$ cat src/hdl/csl_pkg.sv
package csl_pkg;

  // Coordinate width, signed fixed point with 4 fraction bits at the default
  localparam int COORD_WIDTH = 16;
  // Product and quotient width of the intersection term
  localparam int PROD_WIDTH  = 2 * COORD_WIDTH;
  // Division step counter, wide enough to hold the step count itself
  localparam int STEP_WIDTH  = $clog2(PROD_WIDTH + 1);

  typedef logic signed [COORD_WIDTH-1:0] coord_t;
  typedef logic signed [COORD_WIDTH:0]   diff_t;
  typedef logic        [COORD_WIDTH-1:0] mag_t;
  typedef logic        [PROD_WIDTH-1:0]  prod_t;

endpackage

$ cat src/hdl/csl_muldiv.sv
module csl_muldiv (
  input  logic                 clk_i,
  input  logic                 rst_ni,
  input  logic                 start_i,
  input  csl_pkg::mag_t        a_i,
  input  csl_pkg::mag_t        b_i,
  input  csl_pkg::mag_t        d_i,
  output logic                 done_o,
  output csl_pkg::prod_t       quot_o
);

  localparam logic [1:0] U_IDLE = 2'd0;
  localparam logic [1:0] U_MUL  = 2'd1;
  localparam logic [1:0] U_DIV  = 2'd2;

  localparam int CW = csl_pkg::COORD_WIDTH;
  localparam int PW = csl_pkg::PROD_WIDTH;
  localparam int SW = csl_pkg::STEP_WIDTH;

  logic [1:0]          state_q, state_d;
  logic [SW-1:0]       cnt_q, cnt_d;
  logic                done_q, done_d;
  csl_pkg::mag_t       a_q, b_q, d_q;
  csl_pkg::mag_t       rem_q, rem_d;
  csl_pkg::prod_t      acc_q, acc_d;
  logic [CW:0]         rem_shift;
  logic [CW:0]         rem_sub;
  logic                ge;

  // One restoring division step: shift in the next dividend bit, try a subtract
  assign rem_shift = {rem_q, acc_q[PW-1]};
  assign ge        = rem_shift >= {1'b0, d_q};
  assign rem_sub   = rem_shift - {1'b0, d_q};

  // Sequence: latch operands, multiply once, then divide one bit a cycle
  always_comb begin
    state_d = state_q;
    cnt_d   = cnt_q;
    done_d  = 1'b0;
    rem_d   = rem_q;
    acc_d   = acc_q;
    unique case (state_q)
      U_IDLE: begin
        if (start_i) begin
          state_d = U_MUL;
        end
      end
      U_MUL: begin
        acc_d   = PW'(a_q * b_q);
        rem_d   = '0;
        cnt_d   = '0;
        state_d = U_DIV;
      end
      U_DIV: begin
        rem_d = ge ? rem_sub[CW-1:0] : rem_shift[CW-1:0];
        acc_d = {acc_q[PW-2:0], ge};
        cnt_d = cnt_q + 1'b1;
        if (cnt_q == SW'(PW - 1)) begin
          done_d  = 1'b1;
          state_d = U_IDLE;
        end
      end
      default: begin
        state_d = U_IDLE;
      end
    endcase
  end

  always_ff @(posedge clk_i or negedge rst_ni) begin
    if (!rst_ni) begin
      state_q <= U_IDLE;
      cnt_q   <= '0;
      done_q  <= 1'b0;
    end else begin
      state_q <= state_d;
      cnt_q   <= cnt_d;
      done_q  <= done_d;
    end
  end

  // Hold operands and the working registers
  always_ff @(posedge clk_i) begin
    if (state_q == U_IDLE && start_i) begin
      a_q <= a_i;
      b_q <= b_i;
      d_q <= d_i;
    end
    rem_q <= rem_d;
    acc_q <= acc_d;
  end

  assign done_o = done_q;
  assign quot_o = acc_q;

endmodule

$ cat src/hdl/cohen_sutherland_line_clip.sv
// Each boundary move runs the serial divider of the shared multiply-divide unit, unless
// the divisor is zero; a trivial accept or reject makes no move, and there are at most four.
// Throughput: one segment is in work at a time and the next input is taken the cycle after
// the result is loaded.
// Reset clears control state and loads the window with left -80, right 80, bottom -80, top 80.
module cohen_sutherland_line_clip (
  input  logic                clk_i,
  input  logic                rst_ni,
  input  logic                cfg_valid,
  output logic                cfg_ready,
  input  logic [1:0]          cfg_index,
  input  csl_pkg::coord_t     cfg_data,
  input  logic                in_valid,
  output logic                in_ready,
  input  csl_pkg::coord_t     start_x_i,
  input  csl_pkg::coord_t     start_y_i,
  input  csl_pkg::coord_t     end_x_i,
  input  csl_pkg::coord_t     end_y_i,
  output logic                out_valid,
  input  logic                out_ready,
  output logic                accepted_o,
  output csl_pkg::coord_t     clipped_start_x_o,
  output csl_pkg::coord_t     clipped_start_y_o,
  output csl_pkg::coord_t     clipped_end_x_o,
  output csl_pkg::coord_t     clipped_end_y_o
);

  localparam int CW = csl_pkg::COORD_WIDTH;
  localparam int PW = csl_pkg::PROD_WIDTH;

  localparam logic [2:0] S_IDLE   = 3'd0;
  localparam logic [2:0] S_DECIDE = 3'd1;
  localparam logic [2:0] S_START  = 3'd2;
  localparam logic [2:0] S_WAIT   = 3'd3;
  localparam logic [2:0] S_DONE   = 3'd4;

  localparam logic [1:0] REG_LEFT   = 2'd0;
  localparam logic [1:0] REG_RIGHT  = 2'd1;
  localparam logic [1:0] REG_BOTTOM = 2'd2;
  localparam logic [1:0] REG_TOP    = 2'd3;

  localparam int RC_LEFT   = 0;
  localparam int RC_RIGHT  = 1;
  localparam int RC_BOTTOM = 2;
  localparam int RC_TOP    = 3;

  localparam logic [2:0] MAX_CLIPS = 3'd4;

  logic [2:0]         state_q, state_d;
  logic [2:0]         clips_q;
  logic               acc_q;
  csl_pkg::coord_t    win_left_q, win_right_q, win_bottom_q, win_top_q;
  csl_pkg::coord_t    x0_q, y0_q, x1_q, y1_q;
  csl_pkg::coord_t    a0_q, bound_q;
  csl_pkg::diff_t     da_q, n2_q, db_q;
  logic               horiz_q, mv_end_q;
  logic               out_valid_q;
  logic               out_acc_q;
  csl_pkg::coord_t    out_x0_q, out_y0_q, out_x1_q, out_y1_q;

  logic [3:0]         c0, c1, oc;
  csl_pkg::diff_t     dx, dy;
  logic               unit_start, unit_done;
  csl_pkg::prod_t     unit_quot, q_sel;
  logic               apply;
  logic               load_out;
  logic signed [PW+1:0] sum;
  csl_pkg::coord_t    new_c, nx, ny;

  function automatic logic [3:0] region(csl_pkg::coord_t x, csl_pkg::coord_t y,
                                        csl_pkg::coord_t wl, csl_pkg::coord_t wr,
                                        csl_pkg::coord_t wb, csl_pkg::coord_t wt);
    logic [3:0] c;
    c = '0;
    if (x < wl) c[RC_LEFT] = 1'b1;
    else if (x > wr) c[RC_RIGHT] = 1'b1;
    if (y < wb) c[RC_BOTTOM] = 1'b1;
    else if (y > wt) c[RC_TOP] = 1'b1;
    return c;
  endfunction

  function automatic csl_pkg::mag_t mag(csl_pkg::diff_t v);
    csl_pkg::diff_t n;
    n = -v;
    return v[CW] ? n[CW-1:0] : v[CW-1:0];
  endfunction

  // Region codes of both endpoints and the code to act on
  assign c0 = region(x0_q, y0_q, win_left_q, win_right_q, win_bottom_q, win_top_q);
  assign c1 = region(x1_q, y1_q, win_left_q, win_right_q, win_bottom_q, win_top_q);
  assign oc = (c0 != 4'd0) ? c0 : c1;
  assign dx = {x1_q[CW-1], x1_q} - {x0_q[CW-1], x0_q};
  assign dy = {y1_q[CW-1], y1_q} - {y0_q[CW-1], y0_q};

  csl_muldiv u_muldiv (
    .clk_i   (clk_i),
    .rst_ni  (rst_ni),
    .start_i (unit_start),
    .a_i     (mag(da_q)),
    .b_i     (mag(n2_q)),
    .d_i     (mag(db_q)),
    .done_o  (unit_done),
    .quot_o  (unit_quot)
  );

  // Intersection: a0 plus or minus the quotient, saturated to the coordinate range
  assign q_sel = (state_q == S_START) ? '0 : unit_quot;
  always_comb begin
    if (da_q[CW] ^ n2_q[CW] ^ db_q[CW]) begin
      sum = {{(PW+2-CW){a0_q[CW-1]}}, a0_q} - {2'b00, q_sel};
    end else begin
      sum = {{(PW+2-CW){a0_q[CW-1]}}, a0_q} + {2'b00, q_sel};
    end
    if (sum[PW+1:CW-1] != '0 && sum[PW+1:CW-1] != '1) begin
      new_c = sum[PW+1] ? {1'b1, {(CW-1){1'b0}}} : {1'b0, {(CW-1){1'b1}}};
    end else begin
      new_c = sum[CW-1:0];
    end
    nx = horiz_q ? new_c : bound_q;
    ny = horiz_q ? bound_q : new_c;
  end

  assign unit_start = (state_q == S_START) && (db_q != '0);
  assign apply      = ((state_q == S_START) && (db_q == '0)) ||
                      ((state_q == S_WAIT) && unit_done);
  assign load_out   = (state_q == S_DONE) && (!out_valid_q || out_ready);

  // Sequencer: decide, run the shared unit unless the divisor is zero, move the endpoint, repeat
  always_comb begin
    state_d = state_q;
    unique case (state_q)
      S_IDLE: begin
        if (in_valid) state_d = S_DECIDE;
      end
      S_DECIDE: begin
        if ((c0 | c1) == 4'd0 || (c0 & c1) != 4'd0 || clips_q == MAX_CLIPS) begin
          state_d = S_DONE;
        end else begin
          state_d = S_START;
        end
      end
      S_START: begin
        state_d = (db_q == '0) ? S_DECIDE : S_WAIT;
      end
      S_WAIT: begin
        if (unit_done) state_d = S_DECIDE;
      end
      S_DONE: begin
        if (load_out) state_d = S_IDLE;
      end
      default: begin
        state_d = S_IDLE;
      end
    endcase
  end

  always_ff @(posedge clk_i or negedge rst_ni) begin
    if (!rst_ni) begin
      state_q      <= S_IDLE;
      clips_q      <= '0;
      out_valid_q  <= 1'b0;
      win_left_q   <= -CW'(80);
      win_right_q  <= CW'(80);
      win_bottom_q <= -CW'(80);
      win_top_q    <= CW'(80);
    end else begin
      state_q <= state_d;
      // Count boundary moves per segment
      if (state_q == S_IDLE) begin
        clips_q <= '0;
      end else if (apply) begin
        clips_q <= clips_q + 1'b1;
      end
      // Hold the result until its transaction completes
      out_valid_q <= load_out | (out_valid_q & ~out_ready);
      // Write window registers
      if (cfg_valid) begin
        unique case (cfg_index)
          REG_LEFT:   win_left_q   <= cfg_data;
          REG_RIGHT:  win_right_q  <= cfg_data;
          REG_BOTTOM: win_bottom_q <= cfg_data;
          REG_TOP:    win_top_q    <= cfg_data;
          default:    ;
        endcase
      end
    end
  end

  // Payload registers: endpoints, operands and the output stage
  always_ff @(posedge clk_i) begin
    if (state_q == S_IDLE && in_valid) begin
      x0_q <= start_x_i;
      y0_q <= start_y_i;
      x1_q <= end_x_i;
      y1_q <= end_y_i;
    end else if (apply) begin
      if (mv_end_q) begin
        x1_q <= nx;
        y1_q <= ny;
      end else begin
        x0_q <= nx;
        y0_q <= ny;
      end
    end
    if (state_q == S_DECIDE) begin
      acc_q    <= ((c0 | c1) == 4'd0);
      mv_end_q <= (c0 == 4'd0);
      if (oc[RC_TOP] || oc[RC_BOTTOM]) begin
        horiz_q <= 1'b1;
        a0_q    <= x0_q;
        bound_q <= oc[RC_TOP] ? win_top_q : win_bottom_q;
        da_q    <= dx;
        db_q    <= dy;
        n2_q    <= (oc[RC_TOP] ? {win_top_q[CW-1], win_top_q}
                               : {win_bottom_q[CW-1], win_bottom_q}) - {y0_q[CW-1], y0_q};
      end else begin
        horiz_q <= 1'b0;
        a0_q    <= y0_q;
        bound_q <= oc[RC_RIGHT] ? win_right_q : win_left_q;
        da_q    <= dy;
        db_q    <= dx;
        n2_q    <= (oc[RC_RIGHT] ? {win_right_q[CW-1], win_right_q}
                                 : {win_left_q[CW-1], win_left_q}) - {x0_q[CW-1], x0_q};
      end
    end
    if (load_out) begin
      out_acc_q <= acc_q;
      out_x0_q  <= acc_q ? x0_q : '0;
      out_y0_q  <= acc_q ? y0_q : '0;
      out_x1_q  <= acc_q ? x1_q : '0;
      out_y1_q  <= acc_q ? y1_q : '0;
    end
  end

  assign cfg_ready         = 1'b1;
  assign in_ready          = (state_q == S_IDLE);
  assign out_valid         = out_valid_q;
  assign accepted_o        = out_acc_q;
  assign clipped_start_x_o = out_x0_q;
  assign clipped_start_y_o = out_y0_q;
  assign clipped_end_x_o   = out_x1_q;
  assign clipped_end_y_o   = out_y1_q;

endmodule

$ cat config.mk
export PLATFORM = sky130hd
export DESIGN_NAME = cohen_sutherland_line_clip
export DESIGN_NICKNAME = d
export VERILOG_FILES = /design/src/hdl/csl_pkg.sv /design/src/hdl/csl_muldiv.sv /design/src/hdl/cohen_sutherland_line_clip.sv
export SDC_FILE = /design/constraint.sdc
export NUM_CORES = 2
export LEC_CHECK = 0
export BUFFER_PORTS_ARGS = -buffer_cell sky130_fd_sc_hd__buf_2
export CORE_ASPECT_RATIO = 0.8
export CORE_MARGIN = 2
export CORE_UTILIZATION = 60
export CTS_CLUSTER_SIZE = 25
export DETAILED_ROUTE_END_ITERATION = 8
export GPL_ROUTABILITY_DRIVEN = 1
export PLACE_DENSITY = 0.78
export SLEW_MARGIN = 20
export SYNTH_ARGS = -nofsm -noshare
export SYNTH_HDL_FRONTEND = slang
export SYNTH_SLANG_ARGS = --single-unit
$ cat constraint.sdc
create_clock -name clk_i -period 13.3 [get_ports clk_i]
set_input_delay 2.66 -clock clk_i [delete_from_list [all_inputs] [get_ports clk_i]]
set_output_delay 2.66 -clock clk_i [all_outputs]
set_load 0.005 [all_outputs]
==> impl_metrics.tcl <==
set metrics [dict create \
    synth_nets 4150 \
    core_area_um2 56900 \
    drv_cap 0 \
    rrSetupSlack_ns 5.77 \
    die-area_um2 59700 \
    crit_path_end_kind "flip-flop" \
    crit_type "reg -> reg" \
    crit_arrival_ns 7.85 \
    rr_endpoint "u_muldiv.quot_o[31]" \
    avgSynthCellArea_um2 9.87 \
    drive_above_1_share_pct 11.4 \
    status "finished clean" \
    hold_start "win_top_q[8]" \
    skew_ns 0.0573 \
    avgViaCountPerCell 6.18 \
    place_congestion 1.02 \
    worst_pin_slew_ns 1.20 \
    drcViolationCount 0 \
    ys_async_sr_fraction_pct 20.5 \
    port_buffers 153 \
    grtUsageTotal_pct 33.4 \
    min_period_over_period_pct 56.6 \
    overflow 0 \
    postRouteAntennaNets 0 \
    ctsHoldBuffers 0 \
    grt_max_degree 69 \
    finalSetupViolCount 0 \
    slew_viol_final 0 \
    syn_inst 3512 \
    worstPathRequired_ns 13.62 \
    hold_depth 1 \
    dieWidth_um 273 \
    clkSinkCount 391 \
    synth.distinct_cells 87 \
    tns_ns 0 \
    fmax_mhz 133 \
    clk_pin_slew_ns 0.07 \
    num_vias 27300 \
    syn_area_um2 34700 \
    worstHoldPathType "reg -> reg" \
    cts_resized 0 \
    dp_hpwl_mm 77.3 \
    drt_iter0_drc 3227 \
    timing.rr.start "u_muldiv.a_q[9]" \
    clockBufferDepth 3 \
    wl_per_cell_um 22.2 \
    r2r_cells 23 \
    ys_ff_latch 391 \
    hold_violations 0 \
    cts_made_buffers 41 \
    rows 78 \
    cts_tree "yes" \
    io_pins 155 \
    min_period_ns 7.53 \
    die-height_um 219 \
    area_growth_pct 8.35 \
    totalWireLength_mm 98.0 \
    grt_pass1_wl_mm 153 \
    crit_path_start_kind "flip-flop" \
    synth_seq_area_share_pct 32.8 \
    firstDrtPassIters 6 \
    ys.flop_type "edfxtp_1" \
    layout.nets 4256 \
    synth-edff-count 311 \
    worstPathMaxFanout 16 \
    final_common_cell "inv_1" \
    ys_warn_count 0 \
    antenna_found_initial 4 \
    initial_utilization_pct 60.9 \
    slew_headroom_pct 20.1 \
    grt_pass1_vias 26600 \
    clock_latency_ns 0.60 \
    layout_common_cells "inv_1 (408), nand2_1 (404), ha_1 (349), edfxtp_1 (311), fa_1 (200)" \
    rsz0062_at_grt "false" \
    cts_root_buffer "clkbuf_16" \
    htree_levels 2 \
    post_cts_buffers 0 \
    worst_hold_path.endpoint "win_top_q[8]" \
]
-- final cells by class --
cell class / instances / area, µm²
fill: 4489 / 19300
sequential: 391 / 11400
multi-input combinational: 2594 / 21400
clock inverter: 20 / 235
clock buffer: 54 / 1120
inverter: 409 / 1540
timing repair buffer: 181 / 982
tap: 760 / 951
antenna: 2 / 5.00
-- metrics by stage --
stage / setup WS, ns / util [%] / cells / instance area, µm² / hold WS [ns]
3_3_place_gp: 6.02 / 63.6 / 4334 / 36200 / 0.487
3_5_place_dp: 5.88 / 63.6 / 4334 / 36200 / 0.493
4_1_cts: 5.85 / 66.0 / 4408 / 37500 / 0.507
6_report: 5.77 / 66.0 / 4411 / 37600 / 0.503
2_1_floorplan: 6.14 / - / 3512 / 34700 / 0.424
5_1_grt: 5.40 / 66.0 / 4409 / 37600 / 0.514
-- state kept, by name, indices dropped and copies added, names as in the netlist, 17 cells and up --
register and cells:
db_q 17, n2_q 17, da_q 17, u_muldiv.quot_o 32
-- Yosys cell counts (all sizes together) (6+ instances only) --
master   instances  area share [%]
inv            408             4.4
nand2          404             4.4
ha             351              13
edfxtp         311              27
fa             200              12
and2           192             3.5
o21ai          169             2.5
a21oi          157             2.3
xnor2          129             3.3
nor2           119             1.3
clkbuf         106             1.1
mux2            98             3.2
mux2i           79             2.3
a21o            69             1.5
nand3           65            0.94
xor2            64             1.6
o211ai          57             1.2
dfrtp           54             3.9
nor3            53            0.77
nor2b           33            0.60
nand2b          31            0.58
o21a            28            0.61
dfstp           26             2.0
o31ai           23            0.50
nand4           22            0.40
or3             21            0.41
a211oi          17            0.37
a31o            17            0.43
a31oi           17            0.31
and3            17            0.31
o21bai          15            0.32
nor4            14            0.25
buf             12            0.23
o41ai           12            0.30
or4             11            0.26
o2111ai         10            0.25
a21boi           9            0.19
a2111oi          8            0.22
and4             8            0.20
a221oi           6            0.15
-- critical path, stage by stage, from the launching register on --
cell	delay (ns)
edfxtp_1	0.64
and2_1	0.27
fa_1	0.53
inv_1	0.05
fa_1	0.53
inv_1	0.05
fa_1	0.52
fa_1	0.45
fa_1	0.54
inv_1	0.06
fa_1	0.53
inv_1	0.04
ha_1	0.35
a21o_1	0.18
a21oi_1	0.23
a21oi_1	0.13
nand2b_1	0.15
a21oi_1	0.30
o221ai_1	0.28
o41ai_1	0.63
o2111ai_1	0.22
a21oi_1	0.22
xnor2_1	0.09
mux2_2	0.26
-- cell families (layout without fill, tap and decap cells) --
family | Yosys count | in the layout | share of synthesized area (%)
multiplexers | 177 | 177 | 5.47
other | 1 | 3 | 0.0108
flip-flops | 391 | 391 | 32.8
XOR/XNOR | 193 | 193 | 4.92
adder cells (fa/ha/maj) | 551 | 551 | 24.2
buffers and inverters | 527 | 664 | 5.81
AND/OR/NAND/NOR | 1017 | 1017 | 14.5
AO/OA/AOI/OAI | 655 | 655 | 12.2
-- worst max-delay path by stage --
stage                          from                   to  slack (ns)  cells past startpoint
floorplan                state_q[0]              a0_q[0]        6.14                      3
global placement    u_muldiv.b_q[6]  u_muldiv.quot_o[31]        6.02                     23
detailed placement  u_muldiv.b_q[6]  u_muldiv.quot_o[31]        5.88                     23
CTS                 u_muldiv.a_q[9]  u_muldiv.quot_o[31]        5.85                     23
global route        u_muldiv.b_q[6]  u_muldiv.quot_o[31]        5.40                     21
finish              u_muldiv.a_q[9]  u_muldiv.quot_o[31]        5.77                     23
-- routing by layer --
| layer | vias to the layer above | GRT usage [%] | routed length, µm |
|---|---|---|---|
| li1 | 12400 | - | - |
| met4 | 2 | 9.65 | 3070 |
| met1 | 13300 | 48.8 | 42500 |
| met3 | 192 | 7.71 | 10700 |
| met5 | - | 0 | 12 |
| met2 | 1375 | 49.5 | 41700 |
Power is left out: the tool's default activity adds up to more than one toggle a clock period on the data nets, which glitch-free logic cannot reach.
